<file path="src/rtl/gsn_pkg.sv">
// Shared types, constants and helpers for the grid seam neighbor step block.
`timescale 1ns / 1ps
`default_nettype none
package gsn_pkg;

	localparam int unsigned GRID_W        = 10;
	localparam int unsigned COORD_W       = 9;
	localparam int unsigned LINK_W        = 11;
	localparam int unsigned SIDE_W        = 2;
	localparam int unsigned MAX_GRIDS_DEF = 1024;
	localparam int unsigned MAX_SIDE      = 256;
	localparam int unsigned SIDE_MIN      = 2;
	localparam logic [COORD_W-1:0] SIDE_RESET = 9'd16;

	typedef enum logic {
		OP_WRITE = 1'b0,
		OP_STEP  = 1'b1
	} op_t;

	typedef enum logic [1:0] {
		DIR_U_DEC = 2'd0,
		DIR_U_INC = 2'd1,
		DIR_V_DEC = 2'd2,
		DIR_V_INC = 2'd3
	} dir_t;

	typedef enum logic [1:0] {
		SIDE_LEFT   = 2'd0,
		SIDE_RIGHT  = 2'd1,
		SIDE_BOTTOM = 2'd2,
		SIDE_TOP    = 2'd3
	} side_t;

	typedef struct packed {
		logic              valid;
		logic [GRID_W-1:0] grid;
		side_t             side;
	} link_entry_t;

	typedef struct packed {
		logic               in_bounds;
		logic               grid_ok;
		logic [GRID_W-1:0]  grid;
		logic [COORD_W-1:0] u;
		logic [COORD_W-1:0] v;
		logic [COORD_W-1:0] t;
	} step_info_t;

	typedef struct packed {
		logic               found;
		logic [GRID_W-1:0]  grid;
		logic [COORD_W-1:0] u;
		logic [COORD_W-1:0] v;
	} step_result_t;

	function automatic logic [COORD_W-1:0] eff_side(input logic [COORD_W-1:0] side_max);
		logic [COORD_W-1:0] s;
		if ({23'b0, side_max} < 32'(SIDE_MIN)) begin
			s = COORD_W'(SIDE_MIN);
		end else if ({23'b0, side_max} > 32'(MAX_SIDE)) begin
			s = COORD_W'(MAX_SIDE);
		end else begin
			s = side_max;
		end
		return s;
	endfunction

endpackage
`default_nettype wire

</file>
<file path="src/rtl/gsn_resolve.sv">
// Form the landing point from the moved point or the looked-up seam link.
`timescale 1ns / 1ps
`default_nettype none
module gsn_resolve (
	input  wire gsn_pkg::step_info_t         info,
	input  wire gsn_pkg::link_entry_t        entry,
	input  wire logic [gsn_pkg::COORD_W-1:0] side_eff,
	output gsn_pkg::step_result_t            result
);
	import gsn_pkg::*;

	logic [COORD_W-1:0] s_m1;

	assign s_m1 = side_eff - COORD_W'(1);

	always_comb begin
		result = '0;
		if (info.in_bounds) begin
			result.found = 1'b1;
			result.grid  = info.grid;
			result.u     = info.u;
			result.v     = info.v;
		end else if (info.grid_ok && entry.valid) begin
			result.found = 1'b1;
			result.grid  = entry.grid;
			unique case (entry.side)
				SIDE_LEFT: begin
					result.u = COORD_W'(1);
					result.v = info.t;
				end
				SIDE_RIGHT: begin
					result.u = s_m1;
					result.v = info.t;
				end
				SIDE_BOTTOM: begin
					result.u = info.t;
					result.v = COORD_W'(1);
				end
				SIDE_TOP: begin
					result.u = info.t;
					result.v = s_m1;
				end
				default: begin
					result.u = info.t;
					result.v = s_m1;
				end
			endcase
		end
	end

endmodule
`default_nettype wire

</file>
<file path="config.mk">
export PLATFORM = sky130hd
export DESIGN_NAME = gsn_resolve
export DESIGN_NICKNAME = d
export VERILOG_FILES = /design/src/rtl/gsn_pkg.sv /design/src/rtl/gsn_resolve.sv
export SDC_FILE = /design/constraint.sdc
export NUM_CORES = 1
export LEC_CHECK = 0
export BUFFER_PORTS_ARGS = -buffer_cell sky130_fd_sc_hd__buf_2
export CORE_MARGIN = 1.5
export CORE_UTILIZATION = 35
export DETAILED_ROUTE_END_ITERATION = 10
export GPL_ROUTABILITY_DRIVEN = 0
export GPL_TIMING_DRIVEN = 0
export PLACE_DENSITY_LB_ADDON = 0.2
export SYNTH_ARGS = -nofsm -noshare
export SYNTH_HDL_FRONTEND = slang
export SYNTH_SLANG_ARGS = --single-unit
</file>
<file path="constraint.sdc">
create_clock -name vclk -period 2.5
set_input_delay 0.25 -clock vclk [all_inputs]
set_output_delay 0.25 -clock vclk [all_outputs]
set_load 0.02 [all_outputs]
</file>
After elaboration in Yosys (flattened, before gate mapping)
Index checks and enable logic that the tools add are counted.
{"block": "word_totals", "ff_bits": 0, "output_inout_bits": 29, "wordCells": 9}
{"block": "op_classes", "addsub": 1, "eq_ne": 3, "mux": 3, "reduce_logical": 2}
{"cell": "$pmux 18 s4", "count": 1}
{"cell": "$mux 29", "count": 2}
{"cell": "$sub 9x1->9 const B", "count": 1}
{"cell": "$eq 2x2->1 const B", "count": 2}
{"cell": "$eq 2x1->1 const B", "count": 1}
{"cell": "$logic_not 2->1", "count": 1}
{"cell": "$logic_and 1x1->1", "count": 1}

Longest topological paths before layout
Gate-level depths: netlist (run 1).
{"block": "depth", "depth_word": 4, "ltp_mapped": 6, "mapped_depth_nobuf": 6}

Worst setup path before layout (run 1)
OpenSTA, ideal clock, no wires.
{"block": "synth_timing", "kind": "input -> output", "start": "input side_eff[0] (netlist bit)", "end": "output result[4] (netlist bit)", "t_arrival_ps": 1465, "path_slack_ps": 785, "path_stages": 6, "path_buffers": 0, "path_cell_list": "inv_1 ha_1 nor3b_1 xor2_1 a31oi_1 o21ai_0"}
{"item": "start, declared", "line": "gsn_resolve.sv:7", "rtl": "input wire logic [gsn_pkg::COORD_W-1:0] side_eff,"}
{"item": "end, declared", "line": "gsn_resolve.sv:8", "rtl": "output gsn_pkg::step_result_t result"}

==> flow_metrics.py, run 1 <==
metrics = {
    "sta": {
        "final_hold_viol_count": 0,
        "setup_viol": 0,
        "relSlewSlack_pct": 71.7,
        "fin_crit_ns": 1.81,
        "worst_pin_slew_ns": 0.425,
        "hold_slack_ns": 0.828,
        "setup-tns-final_ns": 0,
        "slew_violations": 0,
        "fmax_mhz": 553,
        "rsz0062_at_grt": "false",
        "fin_crit_sh_pct": 72.4,
    },
    "yosys": {
        "synth_xor_xnor_area_share_pct": 9.18,
        "yosysUniqueCellTypes": 29,
        "synthCells": 112,
        "synth_nets": 174,
        "synthAdderAreaFrac_pct": 1.87,
        "synth_area_per_cell_um2": 5.97,
        "synthSimpleGateAreaFrac_pct": 37.6,
        "synth_top_family_by_area": "compound AO/OA/AOI/OAI gates",
        "synth-compound-area-share_pct": 40.6,
        "synth_top_cell_by_area": "a22o_1",
        "synthMuxAreaShare_pct": 3.00,
        "yosys-top-cells-area": "a22o_1 13%, o21ai_0 11%, nand2_1 8.4%",
        "netlist.area_leader.share_pct": 13.1,
        "yosysWarnings": 0,
        "mappedNetlistArea_um2": 668,
        "seq_area_frac_synth_pct": 0,
    },
    "global_routing": {
        "grt_max_degree": 11,
        "track_usage_pct": 21.2,
        "grt_overflow": 0,
        "antenna_found_initial": 0,
        "first_global_vias": 828,
        "grt_pass1_wl_um": 3470,
    },
    "detailed_routing": {
        "routed_via_density": 5.01,
        "drc": 0,
        "wire_per_inst_um": 11.6,
        "final_antenna_net_count": 0,
        "wl_um": 2610,
        "vias": 1122,
        "drt_first_pass_iters": 4,
        "dr.first_iter.drc_count": 20,
    },
    "layout": {
        "drive_gt1_share_pct": 46.7,
        "regArea_um2": 0,
        "area.growth.synth_to_final_pct": 69.9,
        "nClkBuffers": 0,
        "diodes": 0,
        "mostFrequentLayoutCell": "buf_2",
        "layout_common_cells": "89 x buf_2, 15 x nand2_1, 15 x o21ai_0",
        "seq_cell_count": 0,
        "finalNetCount": 263,
    },
    "die": {
        "die_x_um": 46.7,
        "core-area_um2": 1760,
        "io_pins": 90,
        "rows": 15,
        "dieArea_um2": 2180,
        "die_h_um": 46.7,
        "initial_core_util_pct": 37.9,
    },
    "placed_design": {
        "dp_hpwl_um": 2250,
        "port_buffers": 87,
    },
    "setup_path": {
        "path_max_fanout": 4,
        "cp-end-kind": "primary output",
        "start_kind": "primary input",
        "critPathKind": "primary input to primary output",
        "worstPathRequired_ns": 2.25,
        "cp.arrival_ns": 1.56,
    },
    "clock_network": {
        "ctsHoldBuffers": 0,
        "post_cts_buffers": 0,
        "cts_resized": 0,
    },
    "pwr": {
        "power_leakage_nw": 0.592,
        "ir_worst_vdd_uv": 79.0,
        "power_density_nw_per_um2": 188,
    },
    "job": {
        "maxCapViolCount": 0,
    },
    "outcome": {
        "status": "finished, final reports clean",
    },
    "hold_path": {
        "hold_path_class": "primary input to primary output",
    },
}
[cell usage after synthesis (all sizes together), types with 3 or more instances]
| master | n |
|---|---|
| o21ai | 17 |
| nand2 | 15 |
| a22o | 10 |
| clkbuf | 9 |
| a21oi | 8 |
| nor2 | 7 |
| nor2b | 6 |
| nand4 | 4 |
| xor2 | 4 |
| a22oi | 3 |
| a31oi | 3 |
| nand4b | 3 |
| xnor2 | 3 |
[per-stage QoR]
stage	worst slack [ns]	std cells	power (W)	cell area, um2	utilization, %
final	0.690	224	0.000213	1130	64.3
after global routing	0.527	224	0.000235	1130	64.3
after CTS	0.676	224	0.000214	1130	64.3
after detailed placement	0.687	224	0.000213	1130	64.3
after global placement	0.739	224	0.000208	1130	64.3
after floorplan	0.785	112	0.000119	668	-
[final cells by class]
| cell class | count | area (um2) |
|---|---|---|
| Buffer | 11 | 43.8 |
| Timing Repair Buffer | 87 | 435 |
| Multi-Input combinational cell | 99 | 617 |
| Fill cell | 210 | 629 |
| Tap cell | 25 | 31.3 |
| Inverter | 2 | 7.51 |
[worst max-delay path, stage by stage]
cell and delay [ns]:
buf_2 0.12, inv_1 0.05, ha_1 0.19, nor3b_1 0.24
xor2_1 0.21, a31oi_1 0.12, o21ai_0 0.18, buf_2 0.19
[final timing paths]
path	cells after the start	startpoint	slack, ns	endpoint
max	8	side_eff[0]	0.69	result[4]
min	4	info[10]	0.83	result[1]
[metal layers]
metal | vias to the layer above | track usage (%) | share of wire, %
met5 | - | 0 | 0
met4 | 0 | 0 | 0
met3 | 0 | 1.18 | 9.3
met2 | 52 | 42.5 | 49
met1 | 475 | 25.7 | 42
li1 | 595 | - | -
[power breakdown]
group / leakage [nW] / switching [W] / total, W / internal, W
Sequential: 0 / 0 / 0 / 0
Combinational: 0.592 / 0.000121 / 0.000213 / 0.0000921
Clock: 0 / 0 / 0 / 0
Total: 0.592 / 0.000121 / 0.000213 / 0.0000921
[cell families (layout without fill, tap and decap cells)]
kind of cell               count (synthesis)  after routing
and+or+nand+nor                           46             46
muxes                                      2              2
buffers and inverters                     13            100
xor gates and xnor gates                   7              7
adders and majority gates                  1              1
AOI/OAI and AO/OA                         43             43
Note: power is estimated with default switching activity, not from simulation.
==> run 2: changes to the inputs <==
- CORE_UTILIZATION: 35 -> 30
- clock period: 2.5 -> 1.5 ns (I/O delays scaled with it)
==> flow_metrics.py, run 2 (same netlist as run 1, synthesis figures left out) <==
metrics = {
    "outcome": {
        "status": "finished with violations",
        "violations": "negative setup slack",
    },
    "layout": {
        "diodes": 0,
        "final_area_um2": 1240,
        "drive_gt1_share_pct": 54.0,
        "layout_common_cells": "79 x buf_2, 15 x nand2_1, 13 x o21ai_0",
        "regArea_um2": 0,
        "n_fill_cell": 191,
        "mostFrequentLayoutCell": "buf_2",
        "nClkBuffers": 0,
        "seq_cell_count": 0,
        "finalNetCount": 264,
        "area.growth.synth_to_final_pct": 86.3,
    },
    "detailed_routing": {
        "drc": 0,
        "routed_via_density": 5.16,
        "wire_per_inst_um": 12.1,
        "drt_first_pass_iters": 4,
        "dr.first_iter.drc_count": 18,
        "final_antenna_net_count": 0,
        "wl_um": 2740,
        "vias": 1172,
    },
    "setup_path": {
        "critical-path-slowest-cell": "or4_4",
        "crit_cells": 6,
        "path_buf_inv": 2,
        "critPathLaunch": "side_eff[6]",
        "critical-path-max-stage-delay_ns": 0.56,
        "critPathKind": "primary input to primary output",
        "crit_chain": "buf_6 > or4_4 > nor3_4 > xnor2_2 > o21ai_1 > buf_4",
        "path_max_fanout": 2,
        "cp.arrival_ns": 1.45,
        "crit_family": "simple AND/OR/NAND/NOR gates",
        "worstPathRequired_ns": 1.35,
        "cp-end-kind": "primary output",
        "start_kind": "primary input",
        "endpoint": "result[17]",
    },
    "sta": {
        "worst_pin_slew_ns": 0.389,
        "fin_crit_sh_pct": 106,
        "final_hold_viol_count": 0,
        "hold_slack_ns": 0.620,
        "fin_crit_ns": 1.60,
        "relSlewSlack_pct": 74.1,
        "rsz0062_at_grt": "true",
        "setup_slack_ns": -0.0954,
        "slew_violations": 0,
        "fmax_mhz": 627,
        "setup_viol": 4,
    },
    "global_routing": {
        "grt_pass1_wl_um": 4130,
        "grt_overflow": 0,
        "grt_max_degree": 11,
        "antenna_found_initial": 0,
        "track_usage_pct": 19.7,
        "first_global_vias": 993,
    },
    "pwr": {
        "p_sw_w": 0.000213,
        "power_leakage_nw": 0.645,
        "p_clk_share_pct": 0,
        "comb_power_share_pct": 100.0,
        "intPower_w": 0.000177,
        "power_w": 0.000390,
        "switching_share_pct": 54.5,
        "power_density_nw_per_um2": 313,
        "ir_worst_vdd_uv": 150,
        "p_seq_share_pct": 0,
    },
    "hold_path": {
        "hold_path_class": "primary input to primary output",
    },
    "placed_design": {
        "port_buffers": 87,
        "dp_hpwl_um": 2280,
        "placed_area_um2": 1140,
    },
    "die": {
        "dieArea_um2": 2520,
        "die_h_um": 50.2,
        "die_x_um": 50.2,
        "initial_core_util_pct": 33.0,
        "rows": 16,
        "core-area_um2": 2020,
        "io_pins": 90,
    },
    "clock_network": {
        "ctsHoldBuffers": 0,
    },
    "job": {
        "maxCapViolCount": 0,
    },
}
run 2: changes by cell type in the layout (fill, tap and decap cells not counted), moves of 4 or more:
cell,change
buf_2,-10
buf_4,+8
clkbuf_1,-7
clkbuf_2,+6
buf_6,+4
run 2: layer usage:
metal / up-vias / global-route usage [%] / wire (um)
met5: - / 0 / 0
met4: 0 / 0 / 0
met3: 0 / 0 / 210
met2: 54 / 40.6 / 1500
met1: 523 / 23.7 / 1030
li1: 595 / - / -
run 2: repair_timing:
action,4_1_cts,5_1_grt
gates resized for setup,8,26
setup buffers,1,1
endpoints found under the hold margin,0,0
pin swaps,2,5
setup endpoints to repair,8,29
run 2: final cells by class:
type / count / area, um2 / area share, %
multi-input combinational: 99 / 666 / 53.5
buffer: 10 / 47.5 / 3.82
inverter: 2 / 7.51 / 0.603
tap: 27 / 33.8 / 2.71
timing repair buffer: 89 / 490 / 39.4
run 2: worst min-delay path by stage:
stage,cells past startpoint,start,to,slack [ns]
after CTS,4,info[16],result[7],0.62
after global routing,4,info[25],result[16],0.65
final,4,info[16],result[7],0.62
after floorplan,2,info[22],result[13],0.49
after detailed placement,4,info[19],result[10],0.62
after global placement,4,info[9],result[0],0.62
run 2: through the flow:
step / cells / util (%) / TNS (ns) / setup WS, ns
floorplan: 112 / - / 0 / 0.0185
global route: 227 / 61.6 / -0.473 / -0.136
finish: 227 / 61.6 / -0.274 / -0.0954
global placement: 226 / 56.3 / -0.244 / -0.0573
CTS: 227 / 58.2 / -0.173 / -0.0566
detailed placement: 226 / 56.3 / -0.451 / -0.0913
run 2: power groups by stage:
| stage | logic, W | clock network [W] | registers, W |
|---|---|---|---|
| after global placement | 0.000352 | 0 | 0 |
| after global routing | 0.000425 | 0 | 0 |
| after floorplan | 0.000199 | 0 | 0 |
| after CTS | 0.000369 | 0 | 0 |
| final | 0.000390 | 0 | 0 |
| after detailed placement | 0.000357 | 0 | 0 |
