[src/rtl/gsn_pkg.sv]
// Shared types, constants and helpers for the grid seam neighbor step block.
`timescale 1ns / 1ps
`default_nettype none
package gsn_pkg;

	localparam int unsigned GRID_W        = 10;
	localparam int unsigned COORD_W       = 9;
	localparam int unsigned LINK_W        = 11;
	localparam int unsigned SIDE_W        = 2;
	localparam int unsigned MAX_GRIDS_DEF = 1024;
	localparam int unsigned MAX_SIDE      = 256;
	localparam int unsigned SIDE_MIN      = 2;
	localparam logic [COORD_W-1:0] SIDE_RESET = 9'd16;

	typedef enum logic {
		OP_WRITE = 1'b0,
		OP_STEP  = 1'b1
	} op_t;

	typedef enum logic [1:0] {
		DIR_U_DEC = 2'd0,
		DIR_U_INC = 2'd1,
		DIR_V_DEC = 2'd2,
		DIR_V_INC = 2'd3
	} dir_t;

	typedef enum logic [1:0] {
		SIDE_LEFT   = 2'd0,
		SIDE_RIGHT  = 2'd1,
		SIDE_BOTTOM = 2'd2,
		SIDE_TOP    = 2'd3
	} side_t;

	typedef struct packed {
		logic              valid;
		logic [GRID_W-1:0] grid;
		side_t             side;
	} link_entry_t;

	typedef struct packed {
		logic               in_bounds;
		logic               grid_ok;
		logic [GRID_W-1:0]  grid;
		logic [COORD_W-1:0] u;
		logic [COORD_W-1:0] v;
		logic [COORD_W-1:0] t;
	} step_info_t;

	typedef struct packed {
		logic               found;
		logic [GRID_W-1:0]  grid;
		logic [COORD_W-1:0] u;
		logic [COORD_W-1:0] v;
	} step_result_t;

	function automatic logic [COORD_W-1:0] eff_side(input logic [COORD_W-1:0] side_max);
		logic [COORD_W-1:0] s;
		if ({23'b0, side_max} < 32'(SIDE_MIN)) begin
			s = COORD_W'(SIDE_MIN);
		end else if ({23'b0, side_max} > 32'(MAX_SIDE)) begin
			s = COORD_W'(MAX_SIDE);
		end else begin
			s = side_max;
		end
		return s;
	endfunction

endpackage
`default_nettype wire

[src/rtl/gsn_front.sv]
// Move the start point one unit and pick the exit side and seam parameter.
`timescale 1ns / 1ps
`default_nettype none
module gsn_front #(
	parameter int unsigned MAX_GRIDS = gsn_pkg::MAX_GRIDS_DEF
) (
	input  wire logic [gsn_pkg::GRID_W-1:0]  grid,
	input  wire logic [gsn_pkg::COORD_W-1:0] coord_u,
	input  wire logic [gsn_pkg::COORD_W-1:0] coord_v,
	input  wire gsn_pkg::dir_t               direction,
	input  wire logic [gsn_pkg::COORD_W-1:0] side_eff,
	output gsn_pkg::step_info_t              info,
	output gsn_pkg::side_t                   exit_side
);
	import gsn_pkg::*;

	logic signed [COORD_W+1:0] cu_x;
	logic signed [COORD_W+1:0] cv_x;
	logic signed [COORD_W+1:0] s_x;
	logic signed [COORD_W+1:0] u_m;
	logic signed [COORD_W+1:0] v_m;

	assign cu_x = $signed({2'b00, coord_u});
	assign cv_x = $signed({2'b00, coord_v});
	assign s_x  = $signed({2'b00, side_eff});

	always_comb begin
		u_m = cu_x;
		v_m = cv_x;
		unique case (direction)
			DIR_U_DEC: u_m = cu_x - 11'sd1;
			DIR_U_INC: u_m = cu_x + 11'sd1;
			DIR_V_DEC: v_m = cv_x - 11'sd1;
			DIR_V_INC: v_m = cv_x + 11'sd1;
			default:   u_m = cu_x;
		endcase
	end

	always_comb begin
		priority if (u_m < 11'sd0) begin
			exit_side = SIDE_LEFT;
		end else if (u_m > s_x) begin
			exit_side = SIDE_RIGHT;
		end else if (v_m < 11'sd0) begin
			exit_side = SIDE_BOTTOM;
		end else begin
			exit_side = SIDE_TOP;
		end
	end

	always_comb begin
		info.in_bounds = (u_m >= 11'sd0) && (u_m <= s_x) && (v_m >= 11'sd0) && (v_m <= s_x);
		info.grid_ok   = {22'b0, grid} < 32'(MAX_GRIDS);
		info.grid      = grid;
		info.u         = u_m[COORD_W-1:0];
		info.v         = v_m[COORD_W-1:0];
		info.t         = (exit_side == SIDE_LEFT || exit_side == SIDE_RIGHT) ? coord_v : coord_u;
	end

endmodule
`default_nettype wire

[config.mk]
export PLATFORM = sky130hd
export DESIGN_NAME = gsn_front
export DESIGN_NICKNAME = d
export VERILOG_FILES = /design/src/rtl/gsn_pkg.sv /design/src/rtl/gsn_front.sv
export SDC_FILE = /design/constraint.sdc
export NUM_CORES = 1
export LEC_CHECK = 0
export ABC_CLOCK_PERIOD_IN_PS = 6000
export BUFFER_PORTS_ARGS = -buffer_cell sky130_fd_sc_hd__buf_2
export CAP_MARGIN = 10
export CORE_UTILIZATION = 52
export DETAILED_ROUTE_END_ITERATION = 10
export GPL_TIMING_DRIVEN = 0
export PLACE_DENSITY_LB_ADDON = 0.05
export SLEW_MARGIN = 20
export SYNTH_ARGS = -nofsm -noshare
export SYNTH_HDL_FRONTEND = slang
export SYNTH_SLANG_ARGS = --single-unit
[constraint.sdc]
create_clock -name vclk -period 6
set_input_delay 0.6 -clock vclk [all_inputs]
set_output_delay 0.6 -clock vclk [all_outputs]
set_load 0.05 [all_outputs]
# == Word-level counts from Yosys, hierarchy flattened ==
# Cells that the tools add are included.
# classes
n_addsub,4
order_cmp,7
n_eq_ne,4
muxes,6
n_reduce_logical,6
# op_table
operator,count
$pmux W11 S2,2
$ge A11 B1 Y1 const B,2
$le A11 B10 Y1,2
$lt A11 B1 Y1 const B,2
$add A9 B1 Y10 const B,2
$sub A9 B1 Y10 const B,2
$gt A11 B10 Y1,1
$mux W9,1
$eq A2 B1 Y1 const B,2
$eq A2 B2 Y1 const B,2
$logic_not A2 Y1,2
$mux W2,2
$logic_and A1 B1 Y1,3
$logic_or A1 B1 Y1,1
$mux W1,1
# totals
regBits,0
inputBits,39
out_inout_bits,41
elab_cells,27

# == Logic depth before layout (Yosys ltp) ==
# Gate-level depths: netlist of the first run.
# depth
depth_word,9
depth_mapped,12
ltp_nobuf,11

# == Least setup slack after synthesis of the first run ==
# OpenSTA, ideal clock, no wires.
# synth_timing
kind,input port to output port
startpoint,input coord_v[2] (netlist name)
endpoint,output info[38] (netlist name)
t_arrival_ns,4.665
required_ns,5.400
slack_ns,0.735
cell_stages,10
path_buffers,1
cell_sequence,buf_2 > nand4_2 > or3_4 > o21ai_2 > xor2_1 > ha_1 > a211oi_1 > o21ai_0 > o211a_1 > nor4_1
# synth_lines
item,line,text
start: declaration,gsn_front.sv:9,"input wire logic [gsn_pkg::COORD_W-1:0] coord_v,"
end: declaration,gsn_front.sv:12,"output gsn_pkg::step_info_t info,"

==> flow_metrics.py, run 1 <==
metrics = {
    "cells_and_area": {
        "num_antenna_cells": 0,
        "regArea_um2": 0,
        "fin_nets": 346,
        "layout_common_cells": "buf_2, ha_1, inv_1",
        "syn2layout_area_growth_pct": 24.3,
        "n_fill_cell": 272,
        "multi_input_area_mm2": 0.00128,
        "nFlopsAndLatches": 0,
        "finalNonFillerCells": 314,
        "drive_gt1_frac": 0.336,
        "clkbuf_count": 0,
        "mostFrequentLayoutCell": "buf_2",
    },
    "drt": {
        "dr.pass1.iters": 4,
        "drc": 0,
        "routed_wl_mm": 4.22,
        "initialDrtViolationCount": 72,
        "ant_nets": 0,
        "wl_per_cell_um": 13.4,
        "via_per_inst": 5.86,
        "via_count": 1840,
    },
    "power": {
        "power.density_mw_per_mm2": 123,
        "p_sw_frac": 0.715,
        "power_frac_comb": 1.000,
        "p_sw_w": 0.000164,
        "clkPwrFrac": 0,
        "p_seq_frac": 0,
        "p_leak_nw": 0.943,
        "ir_drop_mv": 0.108,
        "power.internal_w": 0.0000655,
        "power_w": 0.000230,
    },
    "floorplanning": {
        "fp-row-count": 19,
        "fp.dieW_um": 55.7,
        "ios": 80,
        "design.core.area_mm2": 0.00273,
        "dieArea_mm2": 0.00311,
        "fp.dieH_um": 55.7,
        "initial_core_util": 0.549,
    },
    "grt": {
        "grt_first_pass_wirelength_mm": 6.74,
        "antenna_found_initial": 0,
        "grt-ovfl-total": 0,
        "grt_pass1_vias": 1473,
        "track_usage": 0.259,
        "grt_max_degree": 11,
    },
    "worst_setup_path": {
        "crit_family": "compound AO/OA/AOI/OAI gates",
        "cp.required_ns": 5.40,
        "slowest_stage": "ha_1",
        "worstPathCellList": "buf_2 > inv_1 > ha_1 > nor2b_1 > nand3_1 > o21ai_1 > xor2_1 > ha_1 > a211oi_1 > o211ai_1 > o211a_2 > buf_2 > o211ai_1 > buf_2",
        "startpoint_type": "input pin",
        "cp.arrival_ns": 3.55,
        "endpoint_kind": "output port",
        "cp.depth": 14,
        "cp_common_cell": "buf_2",
        "crit_type": "input pin to output port",
        "critPathMaxFanout": 10,
        "critical-path-max-stage-delay_ns": 0.32,
        "critical_path_buf_inv_count": 4,
    },
    "outcome": {
        "outcome": "completed",
    },
    "synth": {
        "yosysTopAreaCellShare": 0.183,
        "synth_seq_area_share": 0,
        "synth_fp_nets": 279,
        "netlist_instances": 218,
        "syn-cell-area_mm2": 0.00150,
        "synth.distinct_cells": 43,
        "synth_top_area_cell": "ha_1",
        "yosys_warnings": 0,
        "yosys-top-cells-area": "ha_1, buf_4, xor2_1",
        "avgSynthCellArea_um2": 6.89,
    },
    "clock_tree": {
        "post_cts_buffers": 0,
        "ctsResizeCount": 0,
        "cts.hold.buffers_added": 0,
    },
    "sta": {
        "worst_slew_margin_rel": 0.671,
        "fmax_mhz": 241,
        "setup_slack_ns": 1.85,
        "fin_setup_tns_ns": 0,
        "tightest_slew_ns": 0.490,
        "setup-violations-final": 0,
        "finalCritPeriodShare": 0.691,
        "min_period_ns": 4.15,
        "hold_viol_final": 0,
        "slew_viol_final": 0,
        "rsz0062_at_grt": "no",
    },
    "placement": {
        "dp_hpwl_mm": 3.56,
        "dp_slack_ns": 1.89,
        "port_buffers": 65,
        "numPlacedInstances": 314,
        "gp_congestion": 0.890,
    },
    "job": {
        "max_cap_violations": 0,
    },
    "min_path": {
        "hold_path_class": "input pin to output port",
        "whs_path_depth": 2,
    },
}
[metrics by stage]
stage | hold WS [ns] | instance area [um^2] | util
final | 1.50 | 1870 | 0.682
after global placement | 1.50 | 1870 | 0.682
after detailed placement | 1.50 | 1870 | 0.682
after CTS | 1.50 | 1870 | 0.682
after floorplan | 1.37 | 1500 | -
after global routing | 1.50 | 1870 | 0.682
[final timing paths]
kind	from	end	slack [ns]
max	coord_u[0]	info[2]	1.85
min	grid[5]	info[32]	1.50
[power groups by stage]
stage	combinational, W	clock [W]	sequential [W]
after global routing	0.000246	0	0
final	0.000230	0	0
after CTS	0.000230	0	0
after global placement	0.000227	0	0
after floorplan	0.000173	0	0
after detailed placement	0.000229	0	0
[synth_stat cells (all sizes together)]
cell type  instances
a211oi             3
a21oi              8
a22oi              1
a32oi              2
and2               1
and3               1
and4               4
and4b              2
buf               21
clkbuf             6
conb               1
ha                22
inv               17
mux2               1
nand2             16
nand2b             3
nand3             11
nand3b             2
nand4             10
nand4b             1
nor2               9
nor2b              1
nor3               3
nor3b              1
nor4               3
nor4b              2
o2111ai            9
o211a              2
o211ai            11
o21ai             21
o21bai             1
o2bb2ai            1
or3                3
xnor2              8
xor2              10
[cell families after synthesis]
logic type | Yosys count | share of synthesized area
other cells | 1 | 0.00250
simple gates | 73 | 0.289
fa+ha+maj | 22 | 0.183
xor+xnor | 18 | 0.105
compound gates | 59 | 0.265
buf+inv | 44 | 0.147
mux | 1 | 0.00750
[metal layers]
metal  track usage  part of all wire
met4        0.0214            0.0031
met2         0.430              0.46
met5             0                 0
met1         0.379              0.46
met3        0.0209             0.076
[area by class of cell]
type                            instances  share of cell area
Inverter                               17              0.0342
Timing Repair Buffer                   65               0.174
Multi-Input combinational cell        174               0.686
Tap cell                               31              0.0208
Buffer                                 27              0.0845
(Power assumes the default switching activity.)
==> inputs of run 2 (changes only) <==
--- a/config.mk
+++ b/config.mk
@@ -5,10 +5,11 @@
 export SDC_FILE = /design/constraint.sdc
 export NUM_CORES = 1
 export LEC_CHECK = 0
-export ABC_CLOCK_PERIOD_IN_PS = 6000
+export ABC_AREA = 1
+export ABC_CLOCK_PERIOD_IN_PS = 4290
 export BUFFER_PORTS_ARGS = -buffer_cell sky130_fd_sc_hd__buf_2
 export CAP_MARGIN = 10
-export CORE_UTILIZATION = 52
+export CORE_UTILIZATION = 48
 export DETAILED_ROUTE_END_ITERATION = 10
 export GPL_TIMING_DRIVEN = 0
 export PLACE_DENSITY_LB_ADDON = 0.05
==> constraint.sdc (replaced) <==
create_clock -name vclk -period 4.29
set_input_delay 0.429 -clock vclk [all_inputs]
set_output_delay 0.429 -clock vclk [all_outputs]
set_load 0.05 [all_outputs]
==> flow_metrics.py, run 2 <==
metrics = {
    "grt": {
        "grt_first_pass_wirelength_mm": 6.20,
        "grt_pass1_vias": 1444,
        "grt_max_degree": 11,
        "grt-ovfl-total": 0,
        "antenna_found_initial": 0,
        "track_usage": 0.234,
    },
    "cells_and_area": {
        "nFlopsAndLatches": 0,
        "design_area_mm2": 0.00182,
        "multi_input_area_mm2": 0.00112,
        "n_fill_cell": 298,
        "regArea_um2": 0,
        "layout_common_cells": "nand2_1, buf_2, inv_1",
        "num_antenna_cells": 0,
        "clkbuf_count": 0,
        "drive_gt1_frac": 0.269,
        "fin_nets": 397,
        "syn2layout_area_growth_pct": 26.3,
        "finalCoreUtilization": 0.649,
        "mostFrequentLayoutCell": "nand2_1",
    },
    "placement": {
        "dp_hpwl_mm": 3.38,
        "dp_slack_ns": 0.778,
        "gp_congestion": 0.937,
        "dpl_cell_area_mm2": 0.00182,
        "port_buffers": 68,
    },
    "floorplanning": {
        "dieArea_mm2": 0.00323,
        "fp.dieH_um": 56.8,
        "ios": 80,
        "initial_core_util": 0.514,
        "design.core.area_mm2": 0.00281,
        "fp.dieW_um": 56.8,
        "fp-row-count": 19,
    },
    "worst_setup_path": {
        "cp_common_cell": "nand2_1",
        "critical-path-max-stage-delay_ns": 0.28,
        "cp.arrival_ns": 3.13,
        "critPathMaxFanout": 10,
        "startpoint_type": "input pin",
        "slowest_stage": "ha_1",
        "crit_type": "input pin to output port",
        "worstPathCellList": "buf_2 > inv_1 > ha_1 > nand2_1 > nor2_1 > nand3_1 > nor2_1 > a211oi_1 > o21ai_1 > ha_1 > nand2_1 > inv_1 > a21oi_1 > nand2_1 > nand2_1 > nand2_1 > nand2_1 > nand3_1 > buf_4 > nor2_1 > buf_2",
        "endpoint_kind": "output port",
        "cp.required_ns": 3.86,
        "crit_family": "simple AND/OR/NAND/NOR gates",
        "critical_path_buf_inv_count": 5,
    },
    "synth": {
        "synth.most_common_cell": "nand2_1",
        "synth_seq_area_share": 0,
        "yosys-top-cells-area": "ha_1, nand2_1, inv_1",
        "synth_top_area_cell": "ha_1",
        "yosysTopAreaCellShare": 0.191,
        "avgSynthCellArea_um2": 5.42,
        "synthSimpleGateAreaFrac": 0.385,
        "synth_top_family_by_area": "simple AND/OR/NAND/NOR gates",
        "netlist_instances": 266,
        "synth.distinct_cells": 25,
        "yosys_warnings": 0,
        "synthAdderAreaFrac": 0.191,
        "muxShareOfSynthArea": 0,
        "syn-cell-area_mm2": 0.00144,
        "synth_fp_nets": 327,
        "synth-xor-area-share": 0.0789,
        "synthTopCellsByCount": "nand2_1, inv_1, ha_1",
        "synth_compound_area_frac": 0.119,
    },
    "sta": {
        "fmax_mhz": 281,
        "finalCritPeriodShare": 0.829,
        "hold_slack_ns": 1.16,
        "setup-violations-final": 0,
        "setup_slack_ns": 0.734,
        "rsz0062_at_grt": "no",
        "hold_viol_final": 0,
        "slew_viol_final": 0,
        "fin_setup_tns_ns": 0,
        "min_period_ns": 3.56,
    },
    "drt": {
        "wl_per_cell_um": 10.6,
        "drc": 10,
        "routed_wl_mm": 3.85,
        "via_per_inst": 4.78,
        "via_count": 1746,
        "dr.pass1.iters": 7,
        "initialDrtViolationCount": 102,
        "ant_nets": 0,
    },
    "clock_tree": {
        "cts.hold.buffers_added": 0,
        "post_cts_buffers": 0,
        "ctsResizeCount": 0,
    },
    "power": {
        "power.internal_w": 0.0000912,
        "clkPwrFrac": 0,
        "p_seq_frac": 0,
        "ir_drop_mv": 0.178,
        "p_sw_w": 0.000243,
        "power_frac_comb": 1.000,
        "p_sw_frac": 0.727,
        "power.density_mw_per_mm2": 184,
        "p_leak_nw": 1.16,
    },
    "outcome": {
        "violations": "DRC",
        "outcome": "finished, violations left",
    },
    "job": {
        "max_cap_violations": 0,
    },
    "min_path": {
        "hold_path_class": "input pin to output port",
    },
}
## run 2: cells by family (layout without fill, tap and decap cells)
kind of cell    Yosys count  count (layout)
xor+xnor                 13              13
compound gates           31              31
other cells               1               1
fa+ha+maj                22              22
simple gates            129             129
buf+inv                  70             138
## run 2: worst paths after layout
kind       start  endpoint  slack, ns  cells after the start
max   coord_u[0]  info[38]       0.73                     21
min      grid[5]  info[32]       1.16                      2
## run 2: metal layers
metal	track usage	wire (um)	vias up	share of wire
met2	0.410	1740	55	0.45
met1	0.342	1970	720	0.51
li1	-	-	971	-
met5	0	0	-	0
met3	0	148	0	0.038
met4	0	0	0	0
## run 2: area by class of cell
type / count / share of cell area
tap: 31 / 0.0213
multi-input combinational: 196 / 0.615
timing repair buffer: 68 / 0.187
buffer: 17 / 0.0680
inverter: 53 / 0.109
## run 2: power groups by stage
stage               registers, W  clock network, W  logic, W
global route                   0                 0  0.000363
detailed placement             0                 0  0.000334
finish                         0                 0  0.000335
CTS                            0                 0  0.000335
floorplan                      0                 0  0.000254
global placement               0                 0  0.000331
## run 2: through the flow
step	instances	power, W
3_5_place_dp	365	0.000334
3_3_place_gp	365	0.000331
4_1_cts	365	0.000335
2_1_floorplan	266	0.000254
6_report	365	0.000335
5_1_grt	365	0.000363
==> inputs of run 3 (changes only) <==
--- a/config.mk
+++ b/config.mk
@@ -5,8 +5,8 @@
 export SDC_FILE = /design/constraint.sdc
 export NUM_CORES = 1
 export LEC_CHECK = 0
-export ABC_AREA = 1
-export ABC_CLOCK_PERIOD_IN_PS = 4290
+export ABC_AREA = 0
+export ABC_CLOCK_PERIOD_IN_PS = 3720
 export BUFFER_PORTS_ARGS = -buffer_cell sky130_fd_sc_hd__buf_2
 export CAP_MARGIN = 10
 export CORE_UTILIZATION = 48
==> constraint.sdc (replaced) <==
create_clock -name vclk -period 3.72
set_input_delay 0.372 -clock vclk [all_inputs]
set_output_delay 0.372 -clock vclk [all_outputs]
set_load 0.05 [all_outputs]
==> flow_metrics.py, run 3 (synthesis results as in run 1) <==
metrics = {
    "cells_and_area": {
        "design_area_mm2": 0.00202,
        "clkbuf_count": 0,
        "n_fill_cell": 247,
        "num_antenna_cells": 0,
        "fin_nets": 346,
        "nFlopsAndLatches": 0,
        "syn2layout_area_growth_pct": 34.3,
        "finalNonFillerCells": 314,
        "drive_gt1_frac": 0.392,
        "layout_common_cells": "buf_2, ha_1, inv_1",
        "regArea_um2": 0,
        "finalCoreUtilization": 0.707,
        "mostFrequentLayoutCell": "buf_2",
    },
    "drt": {
        "via_count": 1838,
        "routed_wl_mm": 4.43,
        "initialDrtViolationCount": 68,
        "via_per_inst": 5.85,
        "ant_nets": 0,
        "wl_per_cell_um": 14.1,
        "dr.pass1.iters": 7,
        "drc": 6,
    },
    "worst_setup_path": {
        "startpoint_type": "input pin",
        "endpoint_kind": "output port",
        "crit_type": "input pin to output port",
        "cp-startpoint": "coord_u[0]",
        "cp.arrival_ns": 3.15,
        "cp.required_ns": 3.35,
        "critPathMaxFanout": 10,
    },
    "floorplanning": {
        "fp-row-count": 19,
        "design.core.area_mm2": 0.00285,
        "initial_core_util": 0.526,
        "fp.dieH_um": 57.9,
        "dieArea_mm2": 0.00336,
        "ios": 80,
        "fp.dieW_um": 57.9,
    },
    "power": {
        "ir_drop_mv": 0.140,
        "power.density_mw_per_mm2": 193,
        "p_seq_frac": 0,
        "power_frac_comb": 1.000,
        "p_sw_w": 0.000273,
        "power_w": 0.000388,
        "power.internal_w": 0.000115,
        "clkPwrFrac": 0,
        "p_leak_nw": 0.981,
        "p_sw_frac": 0.704,
    },
    "sta": {
        "slew_viol_final": 0,
        "setup-violations-final": 0,
        "fmax_mhz": 284,
        "hold_viol_final": 0,
        "rsz0062_at_grt": "no",
        "fin_setup_tns_ns": 0,
        "min_period_ns": 3.52,
        "finalCritPeriodShare": 0.946,
    },
    "min_path": {
        "hold_path_class": "input pin to output port",
        "holdCritStartpoint": "grid[4]",
    },
    "clock_tree": {
        "cts.hold.buffers_added": 0,
        "ctsResizeCount": 0,
        "post_cts_buffers": 0,
    },
    "placement": {
        "gp_congestion": 0.870,
        "dpl_cell_area_mm2": 0.00201,
        "dp_hpwl_mm": 3.79,
        "port_buffers": 65,
        "numPlacedInstances": 314,
    },
    "grt": {
        "met2_usage": 0.486,
        "grt_first_pass_wirelength_mm": 7.25,
        "grt_util_met3": 0.0179,
        "track_usage": 0.267,
        "grt_max_degree": 11,
        "grt-ovfl-total": 0,
        "grtUsageMet1": 0.363,
        "antenna_found_initial": 0,
        "grt_pass1_vias": 1662,
        "grt_busiest_layer": "met2",
    },
    "outcome": {
        "violations": "DRC",
        "outcome": "finished, violations left",
    },
    "job": {
        "max_cap_violations": 0,
    },
}
==> run 3: cell types whose count changed in the layout (fill, tap and decap cells not counted), sizes merged, moves of 7 or more <==
| cell | delta |
|---|---|
| nand2 | -57 |
| inv | -36 |
| nor2 | -12 |
| o211ai | +11 |
| o2111ai | +9 |
| clkbuf | +7 |
| nand3 | -7 |
| o21ai | +7 |
==> run 3: per-stage QoR <==
stage	setup WS [ns]	hold WS [ns]
2_1_floorplan	-0.228	0.872
3_3_place_gp	0.115	1.05
3_5_place_dp	0.158	1.05
4_1_cts	0.150	1.05
5_1_grt	0.0180	1.05
6_report	0.202	1.05
==> run 3: cell type report <==
cell class | count | area [um^2] | area share
plain buffers | 27 | 158 | 0.0782
inverters | 17 | 63.8 | 0.0316
multi-input cells | 174 | 1430 | 0.708
repair buffers | 65 | 328 | 0.163
well taps | 31 | 38.8 | 0.0192
==> run 3: power groups by stage <==
stage	Clock [W]	Sequential [W]	Combinational, W
global placement	0	0	0.000382
floorplan	0	0	0.000292
detailed placement	0	0	0.000386
global route	0	0	0.000415
finish	0	0	0.000388
CTS	0	0	0.000386
==> run 3: metal layers <==
| metal | vias up | share of wire |
|---|---|---|
| met4 | 0 | 0 |
| met5 | - | 0 |
| li1 | 929 | - |
| met1 | 832 | 0.46 |
| met3 | 0 | 0.056 |
| met2 | 77 | 0.49 |
==> run 3: worst max-delay path, cell delays in order <==
cell and delay [ns]:
buf_2 0.15, inv_1 0.07, ha_1 0.14, nor2b_2 0.21, nand3_1 0.12, o21ai_2 0.26
xor2_4 0.22, ha_4 0.23, a211oi_1 0.21, o211ai_1 0.16, o211a_2 0.30, buf_2 0.18
o211ai_1 0.22, buf_2 0.30
==> run 3: final timing paths <==
path / end / slack [ns] / cells after the start
min: info[31] / 1.05 / 2
max: info[2] / 0.20 / 14
